File: config.mk
export PLATFORM = sky130hd
export DESIGN_NAME = n_queens_first_solution
export DESIGN_NICKNAME = d
export VERILOG_FILES = /design/src/nqfs_pkg.sv /design/src/nqfs_datapath.sv /design/src/n_queens_first_solution.sv
export SDC_FILE = /design/constraint.sdc
export NUM_CORES = 1
export LEC_CHECK = 0
export ABC_AREA = 1
export BUFFER_PORTS_ARGS = -buffer_cell sky130_fd_sc_hd__buf_2
export CORE_ASPECT_RATIO = 1.75
export CORE_MARGIN = 2
export CORE_UTILIZATION = 55
export DETAILED_ROUTE_END_ITERATION = 16
export PLACE_DENSITY = 0.72
export SETUP_SLACK_MARGIN = 0.02
export SLEW_MARGIN = 20
export SYNTH_ARGS = -nofsm -noshare
export SYNTH_HDL_FRONTEND = slang
export SYNTH_SLANG_ARGS = --single-unit
File: constraint.sdc
create_clock -name i_clk -period 2.7 [get_ports i_clk]
set_input_delay 0.135 -clock i_clk [delete_from_list [all_inputs] [get_ports i_clk]]
set_output_delay 0.135 -clock i_clk [all_outputs]
set_load 0.02 [all_outputs]
File: src/nqfs_pkg.sv
// Package for the N-queens first-solution searcher.
// Holds the microcode word, step numbers, jump conditions and the control store.
// No dependencies.
`timescale 1ns / 1ps

package nqfs_pkg;

    // Internal width of row, column and index values.
    // Holds board sizes up to 32 plus one overflow candidate.
    localparam int CW = 6;
    localparam int FW = 5;  // width of the row/column/size fields

    typedef logic [3:0] t_step;

    localparam t_step S_IDLE   = 4'd0;
    localparam t_step S_INC    = 4'd1;
    localparam t_step S_CHK    = 4'd2;
    localparam t_step S_CMP    = 4'd3;
    localparam t_step S_OK     = 4'd4;
    localparam t_step S_BACK   = 4'd5;
    localparam t_step S_POP    = 4'd6;
    localparam t_step S_EINIT  = 4'd7;
    localparam t_step S_EISSUE = 4'd8;
    localparam t_step S_ELOAD  = 4'd9;
    localparam t_step S_FAIL   = 4'd10;

    typedef enum logic [3:0] {
        C_ALWAYS,
        C_START,
        C_OVER,
        C_I_EQ_ROW,
        C_CONFLICT,
        C_ROW_EQ_N,
        C_ROW_ONE,
        C_OFREE,
        C_I_EQ_N
    } t_cond;

    typedef struct packed {
        t_cond cond;
        t_step tgt_t;
        t_step tgt_f;
        logic  start_init;
        logic  col_inc;
        logic  i_one;
        logic  i_inc;
        logic  rd_back;
        logic  mem_wr;
        logic  row_inc;
        logic  row_dec;
        logic  col_clr;
        logic  col_ld_mem;
        logic  out_sol;
        logic  out_fail;
    } t_uword;

    typedef struct packed {
        logic start;
        logic over;
        logic i_eq_row;
        logic conflict;
        logic row_eq_n;
        logic row_one;
        logic ofree;
        logic i_eq_n;
    } t_status;

    // Control store.
    function automatic t_uword ucode(input t_step s);
        t_uword w;
        w = '0;
        w.cond  = C_ALWAYS;
        w.tgt_t = S_IDLE;
        w.tgt_f = S_IDLE;
        case (s)
            S_IDLE: begin
                w.cond = C_START;  w.tgt_t = S_INC;    w.tgt_f = S_IDLE;
                w.start_init = 1'b1;
            end
            S_INC: begin
                w.cond = C_OVER;   w.tgt_t = S_BACK;   w.tgt_f = S_CHK;
                w.col_inc = 1'b1;  w.i_one = 1'b1;
            end
            S_CHK: begin
                w.cond = C_I_EQ_ROW; w.tgt_t = S_OK;   w.tgt_f = S_CMP;
            end
            S_CMP: begin
                w.cond = C_CONFLICT; w.tgt_t = S_INC;  w.tgt_f = S_CHK;
                w.i_inc = 1'b1;
            end
            S_OK: begin
                w.cond = C_ROW_EQ_N; w.tgt_t = S_EINIT; w.tgt_f = S_INC;
                w.mem_wr = 1'b1;   w.row_inc = 1'b1;   w.col_clr = 1'b1;
            end
            S_BACK: begin
                w.cond = C_ROW_ONE; w.tgt_t = S_FAIL;  w.tgt_f = S_POP;
                w.row_dec = 1'b1;  w.rd_back = 1'b1;
            end
            S_POP: begin
                w.cond = C_ALWAYS; w.tgt_t = S_INC;    w.tgt_f = S_INC;
                w.col_ld_mem = 1'b1;
            end
            S_EINIT: begin
                w.cond = C_ALWAYS; w.tgt_t = S_EISSUE; w.tgt_f = S_EISSUE;
                w.i_one = 1'b1;
            end
            S_EISSUE: begin
                w.cond = C_OFREE;  w.tgt_t = S_ELOAD;  w.tgt_f = S_EISSUE;
            end
            S_ELOAD: begin
                w.cond = C_I_EQ_N; w.tgt_t = S_IDLE;   w.tgt_f = S_EISSUE;
                w.out_sol = 1'b1;  w.i_inc = 1'b1;
            end
            S_FAIL: begin
                w.cond = C_OFREE;  w.tgt_t = S_IDLE;   w.tgt_f = S_FAIL;
                w.out_fail = 1'b1;
            end
            default: begin
                w.cond = C_ALWAYS; w.tgt_t = S_IDLE;   w.tgt_f = S_IDLE;
            end
        endcase
        return w;
    endfunction

endpackage

File: src/nqfs_datapath.sv
// Datapath of the N-queens searcher: row, candidate column, check index,
// column stack memory and the diagonal/column conflict test.
// Depends on nqfs_pkg.
`timescale 1ns / 1ps

module nqfs_datapath import nqfs_pkg::*; #(
    parameter int MAX_BOARD = 16
) (
    input  logic          i_clk,
    input  logic          i_rst_n,
    input  t_uword        i_uw,
    input  logic          i_start,
    input  logic [FW-1:0] i_board_size,
    input  logic          i_ofree,
    output t_status       o_st,
    output logic          o_out_ld,
    output logic [FW-1:0] o_out_row,
    output logic [FW-1:0] o_out_col,
    output logic          o_out_found,
    output logic          o_out_last
);

    localparam int AW = (MAX_BOARD > 1) ? $clog2(MAX_BOARD) : 1;
    localparam logic [CW-1:0] MAXB = CW'(MAX_BOARD);

    logic [CW-1:0] r_row, r_col, r_i, r_n, r_rd;
    logic [CW-1:0] n_row, n_col, n_i, n_n;
    logic [CW-1:0] mem [MAX_BOARD];
    logic [CW-1:0] col_next, bs_ext, dc, dd, rd_idx, wr_idx;
    logic [AW-1:0] rd_addr, wr_addr;

    assign bs_ext   = CW'(i_board_size);
    assign col_next = r_col + CW'(1);
    assign dc       = (r_rd > r_col) ? (r_rd - r_col) : (r_col - r_rd);
    assign dd       = r_row - r_i;
    assign rd_idx   = i_uw.rd_back ? (r_row - CW'(2)) : (r_i - CW'(1));
    assign wr_idx   = r_row - CW'(1);
    assign rd_addr  = rd_idx[AW-1:0];
    assign wr_addr  = wr_idx[AW-1:0];

    always_comb begin
        n_row = r_row;
        n_col = r_col;
        n_i   = r_i;
        n_n   = r_n;
        if (i_start && i_uw.start_init) begin
            n_row = CW'(1);
            n_col = '0;
            if (bs_ext == '0) begin
                n_n = CW'(1);
            end else if (bs_ext > MAXB) begin
                n_n = MAXB;
            end else begin
                n_n = bs_ext;
            end
        end
        if (i_uw.col_inc)    n_col = col_next;
        if (i_uw.col_clr)    n_col = '0;
        if (i_uw.col_ld_mem) n_col = r_rd;
        if (i_uw.i_one)      n_i   = CW'(1);
        if (i_uw.i_inc)      n_i   = r_i + CW'(1);
        if (i_uw.row_inc)    n_row = r_row + CW'(1);
        if (i_uw.row_dec)    n_row = r_row - CW'(1);
    end

    always_ff @(posedge i_clk) begin
        if (!i_rst_n) begin
            r_row <= '0;
            r_col <= '0;
            r_i   <= '0;
            r_n   <= '0;
        end else begin
            r_row <= n_row;
            r_col <= n_col;
            r_i   <= n_i;
            r_n   <= n_n;
        end
    end

    // Column stack: one write port, one registered read port.
    always_ff @(posedge i_clk) begin
        if (i_uw.mem_wr) begin
            mem[wr_addr] <= r_col;
        end
        r_rd <= mem[rd_addr];
    end

    always_comb begin
        o_st          = '0;
        o_st.start    = i_start;
        o_st.over     = (col_next > r_n);
        o_st.i_eq_row = (r_i == r_row);
        o_st.conflict = (dc == '0) || (dc == dd);
        o_st.row_eq_n = (r_row == r_n);
        o_st.row_one  = (r_row == CW'(1));
        o_st.ofree    = i_ofree;
        o_st.i_eq_n   = (r_i == r_n);
    end

    assign o_out_ld    = (i_uw.out_sol || i_uw.out_fail) && i_ofree;
    assign o_out_row   = i_uw.out_sol ? r_i[FW-1:0] : '0;
    assign o_out_col   = i_uw.out_sol ? r_rd[FW-1:0] : '0;
    assign o_out_found = i_uw.out_sol;
    assign o_out_last  = i_uw.out_fail || (r_i == r_n);

endmodule

File: src/n_queens_first_solution.sv
// Search: a request is taken at idle; each candidate column is stepped in, then checked
// against each earlier row in turn and placed if none conflicts; an exhausted row backs up.
// Output: a setup step, then one row beat at a time, each issued once the output register
// is free; with no placement one beat leaves from the fail step once it is free. Total time
// follows the search path. One search at a time: a new request is taken once the sequencer
// is back at idle. Synchronous active-low reset: board size 8, sequencer idle, no beat.
`timescale 1ns / 1ps

module n_queens_first_solution import nqfs_pkg::*; #(
    parameter int MAX_BOARD = 16
) (
    input  logic          i_clk,
    input  logic          i_rst_n,
    input  logic          i_cfg_we,
    input  logic [FW-1:0] i_cfg_wdata,
    input  logic          i_valid,
    output logic          o_ready,
    input  logic          i_start_req,
    output logic          o_valid,
    input  logic          i_ready,
    output logic [FW-1:0] o_row,
    output logic [FW-1:0] o_column,
    output logic          o_found,
    output logic          o_last
);

    logic [FW-1:0] r_board_size;
    t_step         r_step, n_step;
    t_uword        uw;
    t_status       st;
    logic          cond_hit, ofree, start;
    logic          out_ld, out_found, out_last;
    logic [FW-1:0] out_row, out_col;
    logic          r_o_valid;
    logic [FW-1:0] r_o_row, r_o_col;
    logic          r_o_found, r_o_last;

    always_ff @(posedge i_clk) begin
        if (!i_rst_n) begin
            r_board_size <= FW'(8);
        end else if (i_cfg_we) begin
            r_board_size <= i_cfg_wdata;
        end
    end

    assign o_ready = (r_step == S_IDLE);
    assign start   = i_valid && o_ready && i_start_req;
    assign ofree   = !r_o_valid || i_ready;
    assign uw      = ucode(r_step);

    nqfs_datapath #(
        .MAX_BOARD (MAX_BOARD)
    ) u_dp (
        .i_clk        (i_clk),
        .i_rst_n      (i_rst_n),
        .i_uw         (uw),
        .i_start      (start),
        .i_board_size (r_board_size),
        .i_ofree      (ofree),
        .o_st         (st),
        .o_out_ld     (out_ld),
        .o_out_row    (out_row),
        .o_out_col    (out_col),
        .o_out_found  (out_found),
        .o_out_last   (out_last)
    );

    always_comb begin
        case (uw.cond)
            C_ALWAYS:   cond_hit = 1'b1;
            C_START:    cond_hit = st.start;
            C_OVER:     cond_hit = st.over;
            C_I_EQ_ROW: cond_hit = st.i_eq_row;
            C_CONFLICT: cond_hit = st.conflict;
            C_ROW_EQ_N: cond_hit = st.row_eq_n;
            C_ROW_ONE:  cond_hit = st.row_one;
            C_OFREE:    cond_hit = st.ofree;
            C_I_EQ_N:   cond_hit = st.i_eq_n;
            default:    cond_hit = 1'b1;
        endcase
        n_step = cond_hit ? uw.tgt_t : uw.tgt_f;
    end

    always_ff @(posedge i_clk) begin
        if (!i_rst_n) begin
            r_step <= S_IDLE;
        end else begin
            r_step <= n_step;
        end
    end

    // Output beat register.
    always_ff @(posedge i_clk) begin
        if (!i_rst_n) begin
            r_o_valid <= 1'b0;
        end else if (out_ld) begin
            r_o_valid <= 1'b1;
        end else if (i_ready) begin
            r_o_valid <= 1'b0;
        end
    end

    always_ff @(posedge i_clk) begin
        if (out_ld) begin
            r_o_row   <= out_row;
            r_o_col   <= out_col;
            r_o_found <= out_found;
            r_o_last  <= out_last;
        end
    end

    assign o_valid  = r_o_valid;
    assign o_row    = r_o_row;
    assign o_column = r_o_col;
    assign o_found  = r_o_found;
    assign o_last   = r_o_last;

endmodule

==> results of run 1 <==
==> stage by stage <==
step	util (%)	area (sq um)	total power, mW	setup WS, ps	instances
finish	66.3	8910	9.51	189	1078
CTS	65.7	8830	9.38	83.1	1076
global route	66.3	8910	10.1	27.9	1078
detailed placement	61.0	8210	7.11	98.5	1038
global placement	61.0	8210	7.03	214	1038
floorplan	-	7610	5.80	215	816
==> repair_timing <==
action | in CTS | in global routing
hold buffers | 6 | 0
hold endpoints to repair | 5 | 0
buffers inserted | 0 | 2
gates resized for setup | 0 | 16
setup endpoints to repair | 0 | 4
==> registers in the layout, indices dropped and copies added, names as in the netlist <==
signal        count
r_board_size      5
u_dp.r_rd         6
u_dp.r_i          6
o_found           1
o_last            1
r_step            4
u_dp.mem         96
u_dp.r_n          5
o_valid           1
u_dp.r_col        6
o_column          5
u_dp.r_row        6
o_row             5
==> final cells by class <==
class	instances	area [sq um]	share of cell area [%]
flip-flops and latches	147	4020	45.1
inverters	87	327	3.66
clock inverters	15	144	1.61
clock buffers	17	425	4.77
well taps	174	218	2.44
repair buffers	80	597	6.69
multi-input cells	558	3180	35.7
==> tightest hold or removal path, delay by kind of cell <==
family	cells	cell delay, ps
AOI/OAI and AO/OA	1	100
buffers and inverters	1	130
and+or+nand+nor	1	80
==> cell families after synthesis <==
kind of cell / synth area share (%)
DFF: 52.9
AOI/OAI and AO/OA: 13.6
xor gates and xnor gates: 2.19
buffers and inverters: 6.19
and+or+nand+nor: 18.7
adders and majority gates: 6.38
==> path summary, 6_finish.rpt <==
kind / slack (ps) / end / depth (start not counted) / from
worst max-delay path: 190 / r_step[2] / 15 / u_dp.r_col[0]
worst min-delay path: 60 / r_board_size[2] / 3 / i_cfg_we
worst max register to register: 190 / r_step[2] / 15 / u_dp.r_col[0]
worst min register to register: 490 / u_dp.r_n[2] / 2 / r_board_size[2]
==> routing by layer <==
metal  part of all wire [%]  track usage (%)  up-vias
met4                    5.3             14.7        0
li1                       -                -     2968
met1                     36             30.9     2978
met2                     55             53.3      206
met5                      0                0        -
met3                    4.0             3.55       55
==> synth_stat cells, types with 6 or more instances <==
cell,n
dfxtp_1,39
nor2_1,132
o21bai_1,20
buf_2,12
o21ai_1,25
inv_1,76
xor2_1,14
o21ai_0,28
nand2_1,134
inv_2,10
o311ai_1,19
a21oi_1,32
ha_1,34
o211ai_1,6
nand3_1,49
edfxtp_1,108
o22ai_1,8
==> power groups by stage <==
stage               combinational, mW  clock, mW  sequential (mW)
floorplan                        2.92          0             2.88
global placement                 4.17          0             2.85
detailed placement               4.25          0             2.86
CTS                              4.30       2.26             2.82
global route                     4.93       2.35             2.84
finish                           4.44       2.24             2.82
==> qor.txt, run 1 <==
Run status -> completed
CTS tree -> done
Slowest cell delay on critical path -> 360 ps
Tmin final -> 2510 ps
Root Driver -> clkbuf_16
Max VDD drop -> 0.758 mV
DRT Pass-1 Iters -> 5
GRT Overall Usage -> 28.6%
Post-synthesis cell type count -> 44
Via count -> 6207
Drt drc -> 0
Final TNS setup -> 0 ps
Core area -> 13500 sq um
Wire length after detailed routing -> 20300 um
Clock Path Buffers -> 2
Critical-path maximum fanout -> 20
Vias in the first global route -> 6401
Num CTS Buffers -> 17
Starting Density -> 56.5%
Max_cap viols -> 0
Mapped cell area -> 7610 sq um
Clock share of power -> 23.6%
Top cells by area, synth -> edfxtp_1 43%, dfxtp_1 10%, nand2_1 6.6%
Mapped Avg Cell Area -> 9.32 sq um
Bufs and invs on worst path -> 4
Pwr dens -> 1070 nW/um^2
Worst-Margin Slew -> 656 ps
Sequential element share of the synthesized area -> 52.9%
Die width -> 92.9 um
Area of the die -> 14800 sq um
Pleak -> 3.63 nW
Kind of cell adding the most delay to the critical path -> simple AND/OR/NAND/NOR gates
Fill cells -> 1126
N_diodes -> 0
Largest net degree at the start of global routing -> 49
Average wire per standard cell -> 18.9 um
Ys async rst share -> 0%
Syn nets -> 864
Worst-Skew Late Latency -> 420 ps
H-tree Lvls -> 4
Initial antenna violation count -> 0
Sink Count -> 147
Worst-path cell chain -> buf_4, nand3_1, nor2_1, inv_1, nand2_1, inv_1, ha_1, nand2_1, o21ai_0, a21oi_1, nor2_1, nor2_1, buf_4, a21oi_1, nor2_1
Pins Over Slew Limit -> 0
Area Overhead vs Synth -> 17.2%
Maximum clock rate -> 398 MHz
Top FF cell, synth -> edfxtp_1
Most frequent cell on the critical path -> nor2_1
Rel. slew slack -> 56.0%
Share of power burned in registers -> 29.7%
Register bit total from synthesis -> 147
Iter 0 DRT Violations -> 383
Die extent in y -> 160 um
Post-Syn Instances -> 816
Startpoint Class -> register
Final nets -> 939
IO Port Bufs -> 24
Hold/Removal Path Class -> in -> reg
Routability congestion estimate -> 0.939
Row count -> 56
Worst EP required -> 3010 ps
Share of layout cells above drive strength 1 -> 15.4%
Worst clock skew -> 9.12 ps
Reg clk slew, reported paths -> 60 ps
Via/cell ratio -> 5.76
First-pass GRT wire length -> 32700 um
Hold slack -> 55.2 ps
Worst Setup End Kind -> register
Data arrival, critical path -> 2820 ps
Gate power share -> 46.7%
Antenna Nets Post-Route -> 0
Detailed Place HPWL -> 14800 um
Post-synth EDFFs -> 108
Congestion Overflow GR -> 0
WS Path Type -> reg -> reg
RSZ-0062 raised after global routing -> no
Final Cycle Share -> 93.0%
Internal power -> 5.48 mW
Switching Share -> 42.4%
Most frequent cells in the layout -> 132 x nand2_1, 132 x nor2_1, 108 x edfxtp_1
Sw Pwr -> 4.03 mW
Slowest cell on crit path -> dfxtp_1
# setup viols final -> 0
I/O pin cnt -> 25
Hold Vio Cnt, Final -> 0
Yosys top cell by area -> edfxtp_1
Synth Warn # -> 0
Yosys top cell area share -> 42.6%
(Power assumes the default switching activity.)
==> run 2, diff against run 1 <==
--- a/config.mk
+++ b/config.mk
@@ -8,7 +8,6 @@
 export ABC_AREA = 1
 export BUFFER_PORTS_ARGS = -buffer_cell sky130_fd_sc_hd__buf_2
 export CORE_ASPECT_RATIO = 1.75
-export CORE_MARGIN = 2
 export CORE_UTILIZATION = 55
 export DETAILED_ROUTE_END_ITERATION = 16
 export PLACE_DENSITY = 0.72
==> qor.txt, run 2 (synthesized netlist as in run 1, its figures left out) <==
Drt drc -> 0 (unchanged)
Highest metal used -> met4 (unchanged)
Clock Path Buffers -> 2 (unchanged)
I/O pin cnt -> 25 (unchanged)
Most frequent cells in the layout -> 133 x nand2_1, 132 x nor2_1, 108 x edfxtp_1 (was 132 x nand2_1, 132 x nor2_1, 108 x edfxtp_1)
Run status -> completed (unchanged)
H-tree Lvls -> 4 (unchanged)
Reg clk slew, reported paths -> 70 ps (was 60 ps)
Congestion Overflow GR -> 0 (unchanged)
Via count -> 6206 (was 6207)
R2R Setup Slk -> 170 ps (was 190 ps)
Pwr dens -> 1060 nW/um^2 (was 1070 nW/um^2)
First-pass GRT wire length -> 32300 um (was 32700 um)
Final nets -> 936 (was 939)
Wire length after detailed routing -> 20100 um (was 20300 um)
Average wire per standard cell -> 18.7 um (was 18.9 um)
Pleak -> 3.60 nW (was 3.63 nW)
Iter 0 DRT Violations -> 371 (was 383)
WS Path Type -> reg -> reg (unchanged)
Most common cell after layout, fill and taps aside -> nand2_1
Antenna Nets Post-Route -> 0 (unchanged)
Core area -> 13500 sq um (unchanged)
Hold Vio Cnt, Final -> 0 (unchanged)
Die extent in y -> 158 um (was 160 um)
Starting Density -> 56.5% (unchanged)
RSZ-0062 raised after global routing -> no (unchanged)
End of the worst hold path -> r_board_size[4] (was r_board_size[2])
Internal power -> 5.41 mW (was 5.48 mW)
Place WS -> 123 ps (was 98.5 ps)
Critical-path maximum fanout -> 12 (was 20)
Hold Crit Depth -> 3 (unchanged)
Sink Count -> 147 (unchanged)
Setup Fix Bufs, Post-CTS -> 0 (unchanged)
Pins Over Slew Limit -> 0 (unchanged)
Largest net degree at the start of global routing -> 49 (unchanged)
Setup crit start -> u_dp.r_col[2] (was u_dp.r_col[0])
Via/cell ratio -> 5.77 (was 5.76)
Switching Share -> 42.2% (was 42.4%)
Worst Setup End Kind -> register (unchanged)
Share of power burned in registers -> 29.9% (was 29.7%)
Startpoint Class -> register (unchanged)
Worst EP required -> 3020 ps (was 3010 ps)
Sw Pwr -> 3.96 mW (was 4.03 mW)
CTS tree -> done (unchanged)
Post-route cell area -> 8850 sq um (was 8910 sq um)
Worst-Margin Slew -> 761 ps (was 656 ps)
Hold/Removal Path Class -> in -> reg (unchanged)
Row count -> 56 (unchanged)
Final TNS setup -> 0 ps (unchanged)
Final Cycle Share -> 93.6% (was 93.0%)
Area Overhead vs Synth -> 16.3% (was 17.2%)
Placed Area -> 8200 sq um (was 8210 sq um)
Worst clock skew -> 8.80 ps (was 9.12 ps)
Max_cap viols -> 0 (unchanged)
Initial antenna violation count -> 0 (unchanged)
Worst Hold Launch -> i_cfg_we (unchanged)
DRT Pass-1 Iters -> 5 (unchanged)
Met2 WL -> 10700 um (was 11100 um)
# setup viols final -> 0 (unchanged)
Tmin final -> 2530 ps (was 2510 ps)
Met3 wire length -> 788 um (was 807 um)
Die width -> 90.9 um (was 92.9 um)
Vias in the first global route -> 6257 (was 6401)
Routability congestion estimate -> 0.977 (was 0.939)
Max VDD drop -> 0.714 mV (was 0.758 mV)
Share of layout cells above drive strength 1 -> 14.4% (was 15.4%)
Register-to-Register Path Depth -> 17 (was 15)
IO Port Bufs -> 24 (unchanged)
Data arrival, critical path -> 2840 ps (was 2820 ps)
Final setup margin -> 173 ps (was 189 ps)
Core Util, Final -> 65.8% (was 66.3%)
Max reg flops -> 96 (unchanged)
Area of the die -> 14300 sq um (was 14800 sq um)
Rel. slew slack -> 48.9% (was 56.0%)
Reg with most FFs -> u_dp.mem (unchanged)
Worst-Skew Late Latency -> 420 ps (about the same)
Root Driver -> clkbuf_16 (unchanged)
GRT Overall Usage -> 29.8% (was 28.6%)
Clock share of power -> 23.6% (about the same)
Num CTS Buffers -> 17 (unchanged)
Hold slack -> 25.6 ps (was 55.2 ps)
Reg2reg start -> u_dp.r_col[2] (was u_dp.r_col[0])
Detailed Place HPWL -> 14400 um (was 14800 um)
N_diodes -> 0 (unchanged)
Maximum clock rate -> 396 MHz (was 398 MHz)
R2r endpoint -> r_step[2] (unchanged)
Gate power share -> 46.5% (was 46.7%)
Metal1 wirelength -> 7450 um (was 7310 um)
[run 2: cell types whose count changed in the layout (fill, tap and decap cells not counted), moves of 2 or more]
| cell | change |
|---|---|
| clkinv_4 | -4 |
| buf_4 | -3 |
| inv_6 | +3 |
| clkinvlp_4 | +2 |
| ha_4 | -2 |
| clkinv_8 | -2 |
| ha_1 | +2 |
[run 2: worst max path at each step]
stage | cells past startpoint | to | slack, ps
2_1_floorplan | 16 | r_step[0] | 220
3_3_place_gp | 17 | r_step[1] | 100
3_5_place_dp | 17 | r_step[3] | 120
4_1_cts | 17 | r_step[3] | 90
5_1_grt | 18 | r_step[2] | 20
6_report | 17 | r_step[2] | 170
[run 2: worst max-delay path: stages, from the launching register on]
cell and delay (ps):
dfxtp_1 350, buf_4 190, buf_8 170, nand3_1 110
nor2_1 160, inv_1 80, nand2_1 70, inv_1 70
ha_1 290, a21oi_1 130, o21ai_0 100, a21oi_1 130
nor2_1 70, nor2_1 120, buf_4 180, nand3_1 90
nand2_1 70, nor2_1 40
[run 2: metrics by stage]
stage / total power, mW / std cells
4_1_cts: 9.32 / 1075
2_1_floorplan: 5.80 / 816
3_3_place_gp: 7.00 / 1037
5_1_grt: 9.98 / 1075
6_report: 9.37 / 1075
3_5_place_dp: 7.06 / 1037
[run 2: repair_timing]
item	4_1_cts	5_1_grt
setup endpoints to repair	0	4
endpoints found under the hold margin	5	0
resized for setup	0	10
hold buffers	6	0
[run 2: final cells by class]
class / count / area [sq um]
Inverter: 87 / 327
Clock inverter: 14 / 119
Multi-Input combinational cell: 558 / 3150
Clock buffer: 18 / 429
Timing Repair Buffer: 77 / 578
Fill cell: 1100 / 4610
Tap cell: 174 / 218
Sequential cell: 147 / 4030
[run 2: metal layers]
layer / up-vias / GRT usage [%]
li1: 2976 / -
met1: 2972 / 31.2
met2: 184 / 55.1
met3: 74 / 5.17
met4: 0 / 18.0
met5: - / 0
[run 2: power by group through the flow]
stage / Sequential (mW) / Clock, mW / Combinational (mW)
4_1_cts: 2.80 / 2.24 / 4.28
2_1_floorplan: 2.88 / 0 / 2.92
5_1_grt: 2.82 / 2.34 / 4.82
3_5_place_dp: 2.84 / 0 / 4.22
3_3_place_gp: 2.84 / 0 / 4.16
6_report: 2.81 / 2.21 / 4.35
